[config.mk]
export PLATFORM = sky130hd
export DESIGN_NAME = fence_coloring_count_mod_prime_unit_flat
export DESIGN_NICKNAME = d
export VERILOG_FILES = /design/src/design/fcc_pkg.sv /design/src/design/fcc_ifs.sv /design/src/design/fcc_mulmod.sv /design/src/design/fcc_datapath.sv /design/src/design/fcc_ctrl.sv /design/src/design/fence_coloring_count_mod_prime_unit.sv /design/src/flat_wrapper.sv
export SDC_FILE = /design/constraint.sdc
export NUM_CORES = 2
export LEC_CHECK = 0
export BUFFER_PORTS_ARGS = -buffer_cell sky130_fd_sc_hd__buf_2
export CAP_MARGIN = 20
export CORE_MARGIN = 2
export CORE_UTILIZATION = 35
export CTS_BUF_LIST = sky130_fd_sc_hd__clkbuf_16
export DETAILED_ROUTE_END_ITERATION = 8
export PLACE_DENSITY = 0.54
export SLEW_MARGIN = 20
export SYNTH_ARGS = -nofsm -noshare
export SYNTH_HDL_FRONTEND = slang
export SYNTH_SLANG_ARGS = --single-unit
export TNS_END_PERCENT = 50
[constraint.sdc]
create_clock -name clk -period 8.15 [get_ports clk]
set_input_delay 0.815 -clock clk [delete_from_list [all_inputs] [get_ports clk]]
set_output_delay 0.815 -clock clk [all_outputs]
set_load 0.005 [all_outputs]
[src/design/fcc_pkg.sv]
// Package for the fence coloring counter: widths, the prime modulus,
// modular helper functions and the controller/datapath command and status words.
// No dependencies.
package fcc_pkg;

  // Field widths
  localparam int COUNT_BITS = 16;
  localparam int VAL_W      = 30;

  // Prime modulus and its Barrett constant floor(2^60 / P)
  localparam logic [VAL_W-1:0] PRIME   = 30'd1000000007;
  localparam logic [63:0]      MU_WIDE = (64'd1 << 60) / 64'(PRIME);
  localparam logic [30:0]      MU      = MU_WIDE[30:0];

  // Controller to datapath commands
  typedef struct packed {
    logic load;       // capture a new input word
    logic set_zero;   // result is zero (no posts)
    logic set_k;      // result is k (one post)
    logic mul_init;   // issue k * (k-1)
    logic init_done;  // newer = k + k*(k-1), older = k
    logic add_step;   // sum = newer + older, count down
    logic mul_step;   // issue sum * (k-1)
    logic step_done;  // shift the recurrence window
    logic out_load;   // move result into the output register
  } fcc_cmd_t;

  // Datapath to controller status
  typedef struct packed {
    logic n_zero;
    logic n_one;
    logic remain_zero;
    logic mul_done;
  } fcc_sts_t;

  // Sum of two residues, reduced once
  function automatic logic [VAL_W-1:0] mod_add(input logic [VAL_W-1:0] a,
                                               input logic [VAL_W-1:0] b);
    logic [VAL_W:0] s;
    s = {1'b0, a} + {1'b0, b};
    if (s >= {1'b0, PRIME}) begin
      s = s - {1'b0, PRIME};
    end
    return s[VAL_W-1:0];
  endfunction

  // A 30-bit value is below 2P, so one subtract reduces it
  function automatic logic [VAL_W-1:0] mod_reduce(input logic [VAL_W-1:0] a);
    return (a >= PRIME) ? (a - PRIME) : a;
  endfunction

endpackage

[src/design/fcc_ifs.sv]
// Valid/ready channel interfaces for the fence coloring counter:
// request words (post count, color count) and result words (ways).
// Depends on fcc_pkg.
interface fcc_in_if
  import fcc_pkg::*;
();
  logic                  valid;
  logic                  ready;
  logic [COUNT_BITS-1:0] post_count;
  logic [VAL_W-1:0]      color_count;

  modport source(output valid, post_count, color_count, input ready);
  modport sink(input valid, post_count, color_count, output ready);
endinterface

interface fcc_out_if
  import fcc_pkg::*;
();
  logic             valid;
  logic             ready;
  logic [VAL_W-1:0] ways;

  modport source(output valid, ways, input ready);
  modport sink(input valid, ways, output ready);
endinterface

[src/design/fcc_mulmod.sv]
// Four-stage pipelined modular multiplier, a*b mod P, using Barrett reduction.
// Depends on fcc_pkg.
module fcc_mulmod
  import fcc_pkg::*;
(
  input  logic             clk,
  input  logic             rst_n,
  input  logic             start,
  input  logic [VAL_W-1:0] a,
  input  logic [VAL_W-1:0] b,
  output logic             done,
  output logic [VAL_W-1:0] prod
);

  logic [3:0]       vld_r;
  logic [59:0]      p1_r;
  logic [61:0]      q2_r;
  logic [31:0]      x2_r;
  logic [31:0]      qp_r;
  logic [31:0]      x3_r;
  logic [VAL_W-1:0] prod_r;
  logic [60:0]      qp_full;
  logic [31:0]      rem;
  logic [31:0]      rem_fix;

  // Stage valids
  always_ff @(posedge clk) begin
    if (!rst_n) begin
      vld_r <= '0;
    end else begin
      vld_r <= {vld_r[2:0], start};
    end
  end

  // Stage 1: full product; stage 2: quotient estimate; stage 3: q*P
  assign qp_full = q2_r[61:31] * PRIME;

  always_ff @(posedge clk) begin
    p1_r <= a * b;
    q2_r <= p1_r[59:29] * MU;
    x2_r <= p1_r[31:0];
    qp_r <= qp_full[31:0];
    x3_r <= x2_r;
  end

  // Stage 4: remainder is below 3P, at most two corrections
  assign rem = x3_r - qp_r;

  always_comb begin
    if (rem >= {PRIME, 1'b0} + 32'd0) begin
      rem_fix = rem - {1'b0, PRIME, 1'b0};
    end else if (rem >= {2'b00, PRIME}) begin
      rem_fix = rem - {2'b00, PRIME};
    end else begin
      rem_fix = rem;
    end
  end

  always_ff @(posedge clk) begin
    prod_r <= rem_fix[VAL_W-1:0];
  end

  assign done = vld_r[3];
  assign prod = prod_r;

endmodule

[src/design/fcc_datapath.sv]
// Datapath of the fence coloring counter: operand registers, step counter,
// recurrence window, modular multiplier and the output word register.
// Depends on fcc_pkg and fcc_mulmod.
module fcc_datapath
  import fcc_pkg::*;
(
  input  logic                  clk,
  input  logic                  rst_n,
  input  fcc_cmd_t              cmd,
  output fcc_sts_t              sts,
  input  logic [COUNT_BITS-1:0] post_count,
  input  logic [VAL_W-1:0]      color_count,
  output logic [VAL_W-1:0]      ways
);

  logic [COUNT_BITS-1:0] n_r;
  logic [COUNT_BITS-1:0] remain_r;
  logic [VAL_W-1:0]      k_r;
  logic [VAL_W-1:0]      km1_r;
  logic [VAL_W-1:0]      older_r;
  logic [VAL_W-1:0]      newer_r;
  logic [VAL_W-1:0]      sum_r;
  logic [VAL_W-1:0]      ways_r;
  logic [VAL_W-1:0]      k_red;
  logic [VAL_W-1:0]      mul_a;
  logic [VAL_W-1:0]      mul_prod;
  logic                  mul_done;

  // Color count as a residue
  assign k_red = mod_reduce(color_count);

  // Multiplier operand select
  assign mul_a = cmd.mul_step ? sum_r : k_r;

  fcc_mulmod u_mulmod (
    .clk   (clk),
    .rst_n (rst_n),
    .start (cmd.mul_init | cmd.mul_step),
    .a     (mul_a),
    .b     (km1_r),
    .done  (mul_done),
    .prod  (mul_prod)
  );

  // Operand and counter registers
  always_ff @(posedge clk) begin
    if (cmd.load) begin
      n_r      <= post_count;
      remain_r <= post_count - COUNT_BITS'(2);
      k_r      <= k_red;
      km1_r    <= (k_red == '0) ? (PRIME - VAL_W'(1)) : (k_red - VAL_W'(1));
    end else if (cmd.add_step) begin
      remain_r <= remain_r - COUNT_BITS'(1);
    end
  end

  // Recurrence window
  always_ff @(posedge clk) begin
    if (cmd.set_zero) begin
      newer_r <= '0;
    end else if (cmd.set_k) begin
      newer_r <= k_r;
    end else if (cmd.init_done) begin
      older_r <= k_r;
      newer_r <= mod_add(k_r, mul_prod);
    end else if (cmd.step_done) begin
      older_r <= newer_r;
      newer_r <= mul_prod;
    end
    if (cmd.add_step) begin
      sum_r <= mod_add(newer_r, older_r);
    end
  end

  // Output word register
  always_ff @(posedge clk) begin
    if (cmd.out_load) begin
      ways_r <= newer_r;
    end
  end

  assign ways             = ways_r;
  assign sts.n_zero       = (n_r == '0);
  assign sts.n_one        = (n_r == COUNT_BITS'(1));
  assign sts.remain_zero  = (remain_r == '0);
  assign sts.mul_done     = mul_done;

endmodule

[src/design/fcc_ctrl.sv]
// Controller of the fence coloring counter: sequences the recurrence steps
// and owns the handshake and the output valid flag.
// Depends on fcc_pkg.
module fcc_ctrl
  import fcc_pkg::*;
(
  input  logic     clk,
  input  logic     rst_n,
  input  logic     in_valid,
  output logic     in_ready,
  output logic     out_valid,
  input  logic     out_ready,
  output fcc_cmd_t cmd,
  input  fcc_sts_t sts
);

  localparam logic [2:0] ST_IDLE   = 3'd0;
  localparam logic [2:0] ST_DECIDE = 3'd1;
  localparam logic [2:0] ST_WINIT  = 3'd2;
  localparam logic [2:0] ST_CHECK  = 3'd3;
  localparam logic [2:0] ST_MUL    = 3'd4;
  localparam logic [2:0] ST_WMUL   = 3'd5;
  localparam logic [2:0] ST_FINISH = 3'd6;

  logic [2:0] state_r;
  logic [2:0] state_nxt;
  logic       out_valid_r;
  logic       out_valid_nxt;

  // Next state and commands
  always_comb begin
    state_nxt = state_r;
    cmd       = '0;
    in_ready  = 1'b0;
    case (state_r)
      ST_IDLE: begin
        in_ready = 1'b1;
        if (in_valid) begin
          cmd.load  = 1'b1;
          state_nxt = ST_DECIDE;
        end
      end
      ST_DECIDE: begin
        if (sts.n_zero) begin
          cmd.set_zero = 1'b1;
          state_nxt    = ST_FINISH;
        end else if (sts.n_one) begin
          cmd.set_k = 1'b1;
          state_nxt = ST_FINISH;
        end else begin
          cmd.mul_init = 1'b1;
          state_nxt    = ST_WINIT;
        end
      end
      ST_WINIT: begin
        if (sts.mul_done) begin
          cmd.init_done = 1'b1;
          state_nxt     = ST_CHECK;
        end
      end
      ST_CHECK: begin
        if (sts.remain_zero) begin
          state_nxt = ST_FINISH;
        end else begin
          cmd.add_step = 1'b1;
          state_nxt    = ST_MUL;
        end
      end
      ST_MUL: begin
        cmd.mul_step = 1'b1;
        state_nxt    = ST_WMUL;
      end
      ST_WMUL: begin
        if (sts.mul_done) begin
          cmd.step_done = 1'b1;
          state_nxt     = ST_CHECK;
        end
      end
      ST_FINISH: begin
        // wait for the output register to be free
        if (!out_valid_r || out_ready) begin
          cmd.out_load = 1'b1;
          state_nxt    = ST_IDLE;
        end
      end
      default: begin
        state_nxt = ST_IDLE;
      end
    endcase
  end

  // Output valid flag
  always_comb begin
    if (cmd.out_load) begin
      out_valid_nxt = 1'b1;
    end else if (out_ready) begin
      out_valid_nxt = 1'b0;
    end else begin
      out_valid_nxt = out_valid_r;
    end
  end

  always_ff @(posedge clk) begin
    if (!rst_n) begin
      state_r     <= ST_IDLE;
      out_valid_r <= 1'b0;
    end else begin
      state_r     <= state_nxt;
      out_valid_r <= out_valid_nxt;
    end
  end

  assign out_valid = out_valid_r;

endmodule

[src/design/fence_coloring_count_mod_prime_unit.sv]
// Fence coloring counter: for a request word with post count n and color
// count k it returns the number of ways to paint n posts with k colors, no
// more than two neighbors alike, modulo 1000000007. Requests are handled one
// at a time. Each recurrence step runs an add, then issues a product to the
// four-stage modular multiplier and waits for its result. A finished result
// sits in an output register, so the next request is taken while it waits.
// Depends on fcc_pkg, fcc_ifs, fcc_ctrl, fcc_datapath.
module fence_coloring_count_mod_prime_unit
  import fcc_pkg::*;
(
  input logic       clk,
  input logic       rst_n,
  fcc_in_if.sink    in_ch,
  fcc_out_if.source out_ch
);

  fcc_cmd_t cmd;
  fcc_sts_t sts;

  fcc_ctrl u_ctrl (
    .clk       (clk),
    .rst_n     (rst_n),
    .in_valid  (in_ch.valid),
    .in_ready  (in_ch.ready),
    .out_valid (out_ch.valid),
    .out_ready (out_ch.ready),
    .cmd       (cmd),
    .sts       (sts)
  );

  fcc_datapath u_datapath (
    .clk         (clk),
    .rst_n       (rst_n),
    .cmd         (cmd),
    .sts         (sts),
    .post_count  (in_ch.post_count),
    .color_count (in_ch.color_count),
    .ways        (out_ch.ways)
  );

endmodule

[src/flat_wrapper.sv]
// flat-port wrapper written by rule: the top's interface ports become plain ports
module fence_coloring_count_mod_prime_unit_flat import fcc_pkg::*;
  (clk, rst_n, in_ch_valid, in_ch_post_count, in_ch_color_count, in_ch_ready, out_ch_valid, out_ch_ways, out_ch_ready);
  fcc_in_if in_ch_i ();
  fcc_out_if out_ch_i ();
  input logic clk;
  input logic rst_n;
  input wire logic [$bits(in_ch_i.valid)-1:0] in_ch_valid;
  input wire logic [$bits(in_ch_i.post_count)-1:0] in_ch_post_count;
  input wire logic [$bits(in_ch_i.color_count)-1:0] in_ch_color_count;
  output wire logic [$bits(in_ch_i.ready)-1:0] in_ch_ready;
  output wire logic [$bits(out_ch_i.valid)-1:0] out_ch_valid;
  output wire logic [$bits(out_ch_i.ways)-1:0] out_ch_ways;
  input wire logic [$bits(out_ch_i.ready)-1:0] out_ch_ready;
  assign in_ch_i.valid = in_ch_valid;
  assign in_ch_i.post_count = in_ch_post_count;
  assign in_ch_i.color_count = in_ch_color_count;
  assign in_ch_ready = in_ch_i.ready;
  assign out_ch_valid = out_ch_i.valid;
  assign out_ch_ways = out_ch_i.ways;
  assign out_ch_i.ready = out_ch_ready;
  fence_coloring_count_mod_prime_unit u_core (.clk(clk), .rst_n(rst_n), .in_ch(in_ch_i), .out_ch(out_ch_i));
endmodule
==> results.sh <==
export IMPL_clk_latency_ns=0.66
export IMPL_synthXorXnorAreaFrac_pct=3.863
export IMPL_ant_nets=0
export IMPL_grt_use_met1_pct=31.07
export IMPL_die_area_um2=212100
export IMPL_synth_edf_count=182
export IMPL_cp_required_ns=8.71
export IMPL_num_vias=54790
export IMPL_nNetsFinal=10080
export IMPL_finalSetupViolCount=19
export IMPL_cts_htree_levels=2
export IMPL_synth_ff_type="dfxtp_1"
export IMPL_dp_slack_ns=-0.7133
export IMPL_path_buf_inv=7
export IMPL_synth_top_family_by_area="adder cells"
export IMPL_yosysMostFrequentCell="inv_1"
export IMPL_wl_per_cell_um=21.62
export IMPL_synth_seq_cells=437
export IMPL_grt_pass1_vias=58010
export IMPL_cts_tree="yes"
export IMPL_die_h_um=460.5
export IMPL_use_met3_pct=3.604
export IMPL_die_width_um=460.5
export IMPL_run_status="complete, but fails checks"
export IMPL_synth_area_top_cells="fa_1, ha_1, inv_1"
export IMPL_synth_simple_area_share_pct=13.99
export IMPL_cpLargestDelayFamily="adder cells"
export IMPL_synth_commonest_cells="inv_1, fa_1, ha_1"
export IMPL_clkTransAtPathRegs_ns=0.07
export IMPL_crit_path_max_incr_delay_ns=0.57
export IMPL_rows=167
export IMPL_initial_core_util_pct=35.22
export IMPL_synth_area_um2=72940
export IMPL_synth_largest_area_cell="fa_1"
export IMPL_maxSlewHeadroom_pct=26.64
export IMPL_antenna_found_initial=12
export IMPL_timing_fmax_mhz=117.1
export IMPL_async_reset_ff_share_pct=0
export IMPL_synthAdderAreaFrac_pct=48.44
export IMPL_worst_slack_ns=-0.3930
export IMPL_grt_overflow=0
export IMPL_drc=0
export IMPL_area_growth_pct=12.20
export IMPL_grt_usage_pct=22.22
export IMPL_clk_path_buf_depth=3
export IMPL_viasPerCell=5.085
export IMPL_critPathMaxFanout=10
export IMPL_place_hpwl_um=196500
export IMPL_slew_viol_final=0
export IMPL_wl_um=232900
export IMPL_use_met2_pct=35.32
export IMPL_path_class="register to register"
export IMPL_drt_initial_drc_count=4067
export IMPL_busiest_layer="met2"
export IMPL_rsz0062_at_grt="yes"
export IMPL_period_needed_ns=8.543
export IMPL_finClkSkew_ns=0.05872
export IMPL_grt_first_pass_wirelength_um=359200
export IMPL_startpoint_type="register"
export IMPL_clock_sinks=437
export IMPL_end_kind="register"
export IMPL_setup_tns_ns=-3.891
export IMPL_gp_congestion=0.9646
export IMPL_core_area_um2=207100
export IMPL_root_buffer="clkbuf_16"
export IMPL_hp_class="register to register"
export IMPL_arrival_ns=9.10
export IMPL_cts_made_buffers=51
export IMPL_synthCells=7634
export IMPL_tightest_slew_ns=1.097
export IMPL_io_buffers=81
export IMPL_first_pass_iters=6
export IMPL_synth_top_cell_area_share_pct=33.65
export IMPL_synthesis_nets=9772
export IMPL_drive_gt1_share_pct=10.76
export IMPL_crit_top_cell="fa_1"
export IMPL_synth_area_per_cell_um2=9.554
export IMPL_maxCapViolations=0
export IMPL_ys_seq_area_share_pct=14.49
export IMPL_violations="negative setup slack"
export IMPL_synth_compound_area_share_pct=8.975
export IMPL_num_io_pins=82
export IMPL_final_hold_violation_count=0
export IMPL_finalCritPeriodShare_pct=104.8
export IMPL_grt_max_degree=67
export IMPL_crit_slowest_cell="fa_1"
export IMPL_synth_cell_type_count=127
export IMPL_yosys_mux_area_fraction_pct=0.8577
export IMPL_yosysWarnings=0
-- through the flow --
| step | cells | hold slack (ns) | utilization (%) | cell area, um2 |
|---|---|---|---|---|
| finish | 10780 | 0.3143 | 39.52 | 81830 |
| global route | 10770 | 0.3239 | 39.52 | 81820 |
| CTS | 10770 | 0.3185 | 39.40 | 81590 |
| detailed placement | 10670 | 0.3121 | 38.45 | 79620 |
| global placement | 10670 | 0.3112 | 38.45 | 79620 |
| floorplan | 7634 | 0.3096 | - | 73190 |
-- worst register-to-register path, delay by kind of cell, from the launching register on --
kind / cells / cell delay [ns]
buf+inv: 7 / 0.65
compound gates: 9 / 1.80
fa+ha+maj: 9 / 4.30
mux: 2 / 0.47
simple gates: 4 / 0.91
flops: 1 / 0.33
-- registers in the layout (all words and copies together), names as in the netlist --
register	count
u_core.u_ctrl.out_valid	1
u_core.u_ctrl.state_r	3
u_core.u_datapath.k_r	30
u_core.u_datapath.km1_r	30
u_core.u_datapath.n_r	16
u_core.u_datapath.newer_r	30
u_core.u_datapath.older_r	30
u_core.u_datapath.remain_r	16
u_core.u_datapath.sum_r	30
u_core.u_datapath.u_mulmod.p1_r	60
u_core.u_datapath.u_mulmod.prod	30
u_core.u_datapath.u_mulmod.q2_r	31
u_core.u_datapath.u_mulmod.qp_r	32
u_core.u_datapath.u_mulmod.vld_r	4
u_core.u_datapath.u_mulmod.x2_r	32
u_core.u_datapath.u_mulmod.x3_r	32
u_core.u_datapath.ways	30
-- cell type report --
cell class,count,area (um2)
multi-input cells,5398,56110
repair buffers,531,4235
diodes,4,10.01
clock inverters,43,405.4
well taps,2788,3488
clock buffers,52,1301
inverters,1522,5713
fillers,20510,125200
flip-flops and latches,437,10570
-- routing by layer --
metal,vias up,wire (um)
li1,24930,-
met1,27790,104600
met2,1746,105000
met3,316,15620
met4,8,7671
met5,-,43
-- final timing paths --
path	slack [ns]	to	cells after the start	start
setup / recovery	-0.39	u_core.u_datapath.u_mulmod.p1_r[55]$_DFF_P_	31	u_core.u_ctrl.state_r[2]$_SDFFE_PN0P_
hold / removal	0.31	u_core.u_datapath.u_mulmod.x3_r[29]$_DFF_P_	0	u_core.u_datapath.u_mulmod.x2_r[29]$_DFF_P_
setup reg to reg	-0.39	u_core.u_datapath.u_mulmod.p1_r[55]$_DFF_P_	31	u_core.u_ctrl.state_r[2]$_SDFFE_PN0P_
hold reg to reg	0.31	u_core.u_datapath.u_mulmod.x3_r[29]$_DFF_P_	0	u_core.u_datapath.u_mulmod.x2_r[29]$_DFF_P_
-- layout by cell type, fill, tap and decap left out, types with 39 or more instances in the layout --
cell type	instances
clkbuf_16	52
inv_1	1525
fa_1	1208
xnor2_1	223
o21a_1	42
a21oi_1	223
xor2_1	87
dfxtp_1	253
a21o_1	84
nor2_1	214
buf_2	81
o211ai_1	41
nand2_1	701
nand2b_1	40
buf_4	410
nand3_1	98
nand4_1	39
ha_1	854
a31oi_1	51
edfxtp_1	182
nor3_1	82
and3_1	45
o21ai_0	123
and2_1	560
-- cell families (layout without fill, tap and decap cells) --
group                    after synthesis  count (layout)
adder cells (fa/ha/maj)             2088            2088
AND/OR/NAND/NOR                     1992            1992
buffers and inverters               1799            2148
AO/OA/AOI/OAI                        940             940
flip-flops                           437             437
XOR/XNOR                             320             320
multiplexers                          58              58
other                                  0               4
-- timing repair --
item | CTS | global route
resized for setup | 50 | 61
hold buffers | 0 | 0
buffers inserted | 1 | 2
setup endpoints to repair | 29 | 31
pin swaps | 5 | 6
Power is left out: the tool's default activity adds up to more than one toggle a clock period on the data nets, which glitch-free logic cannot reach.
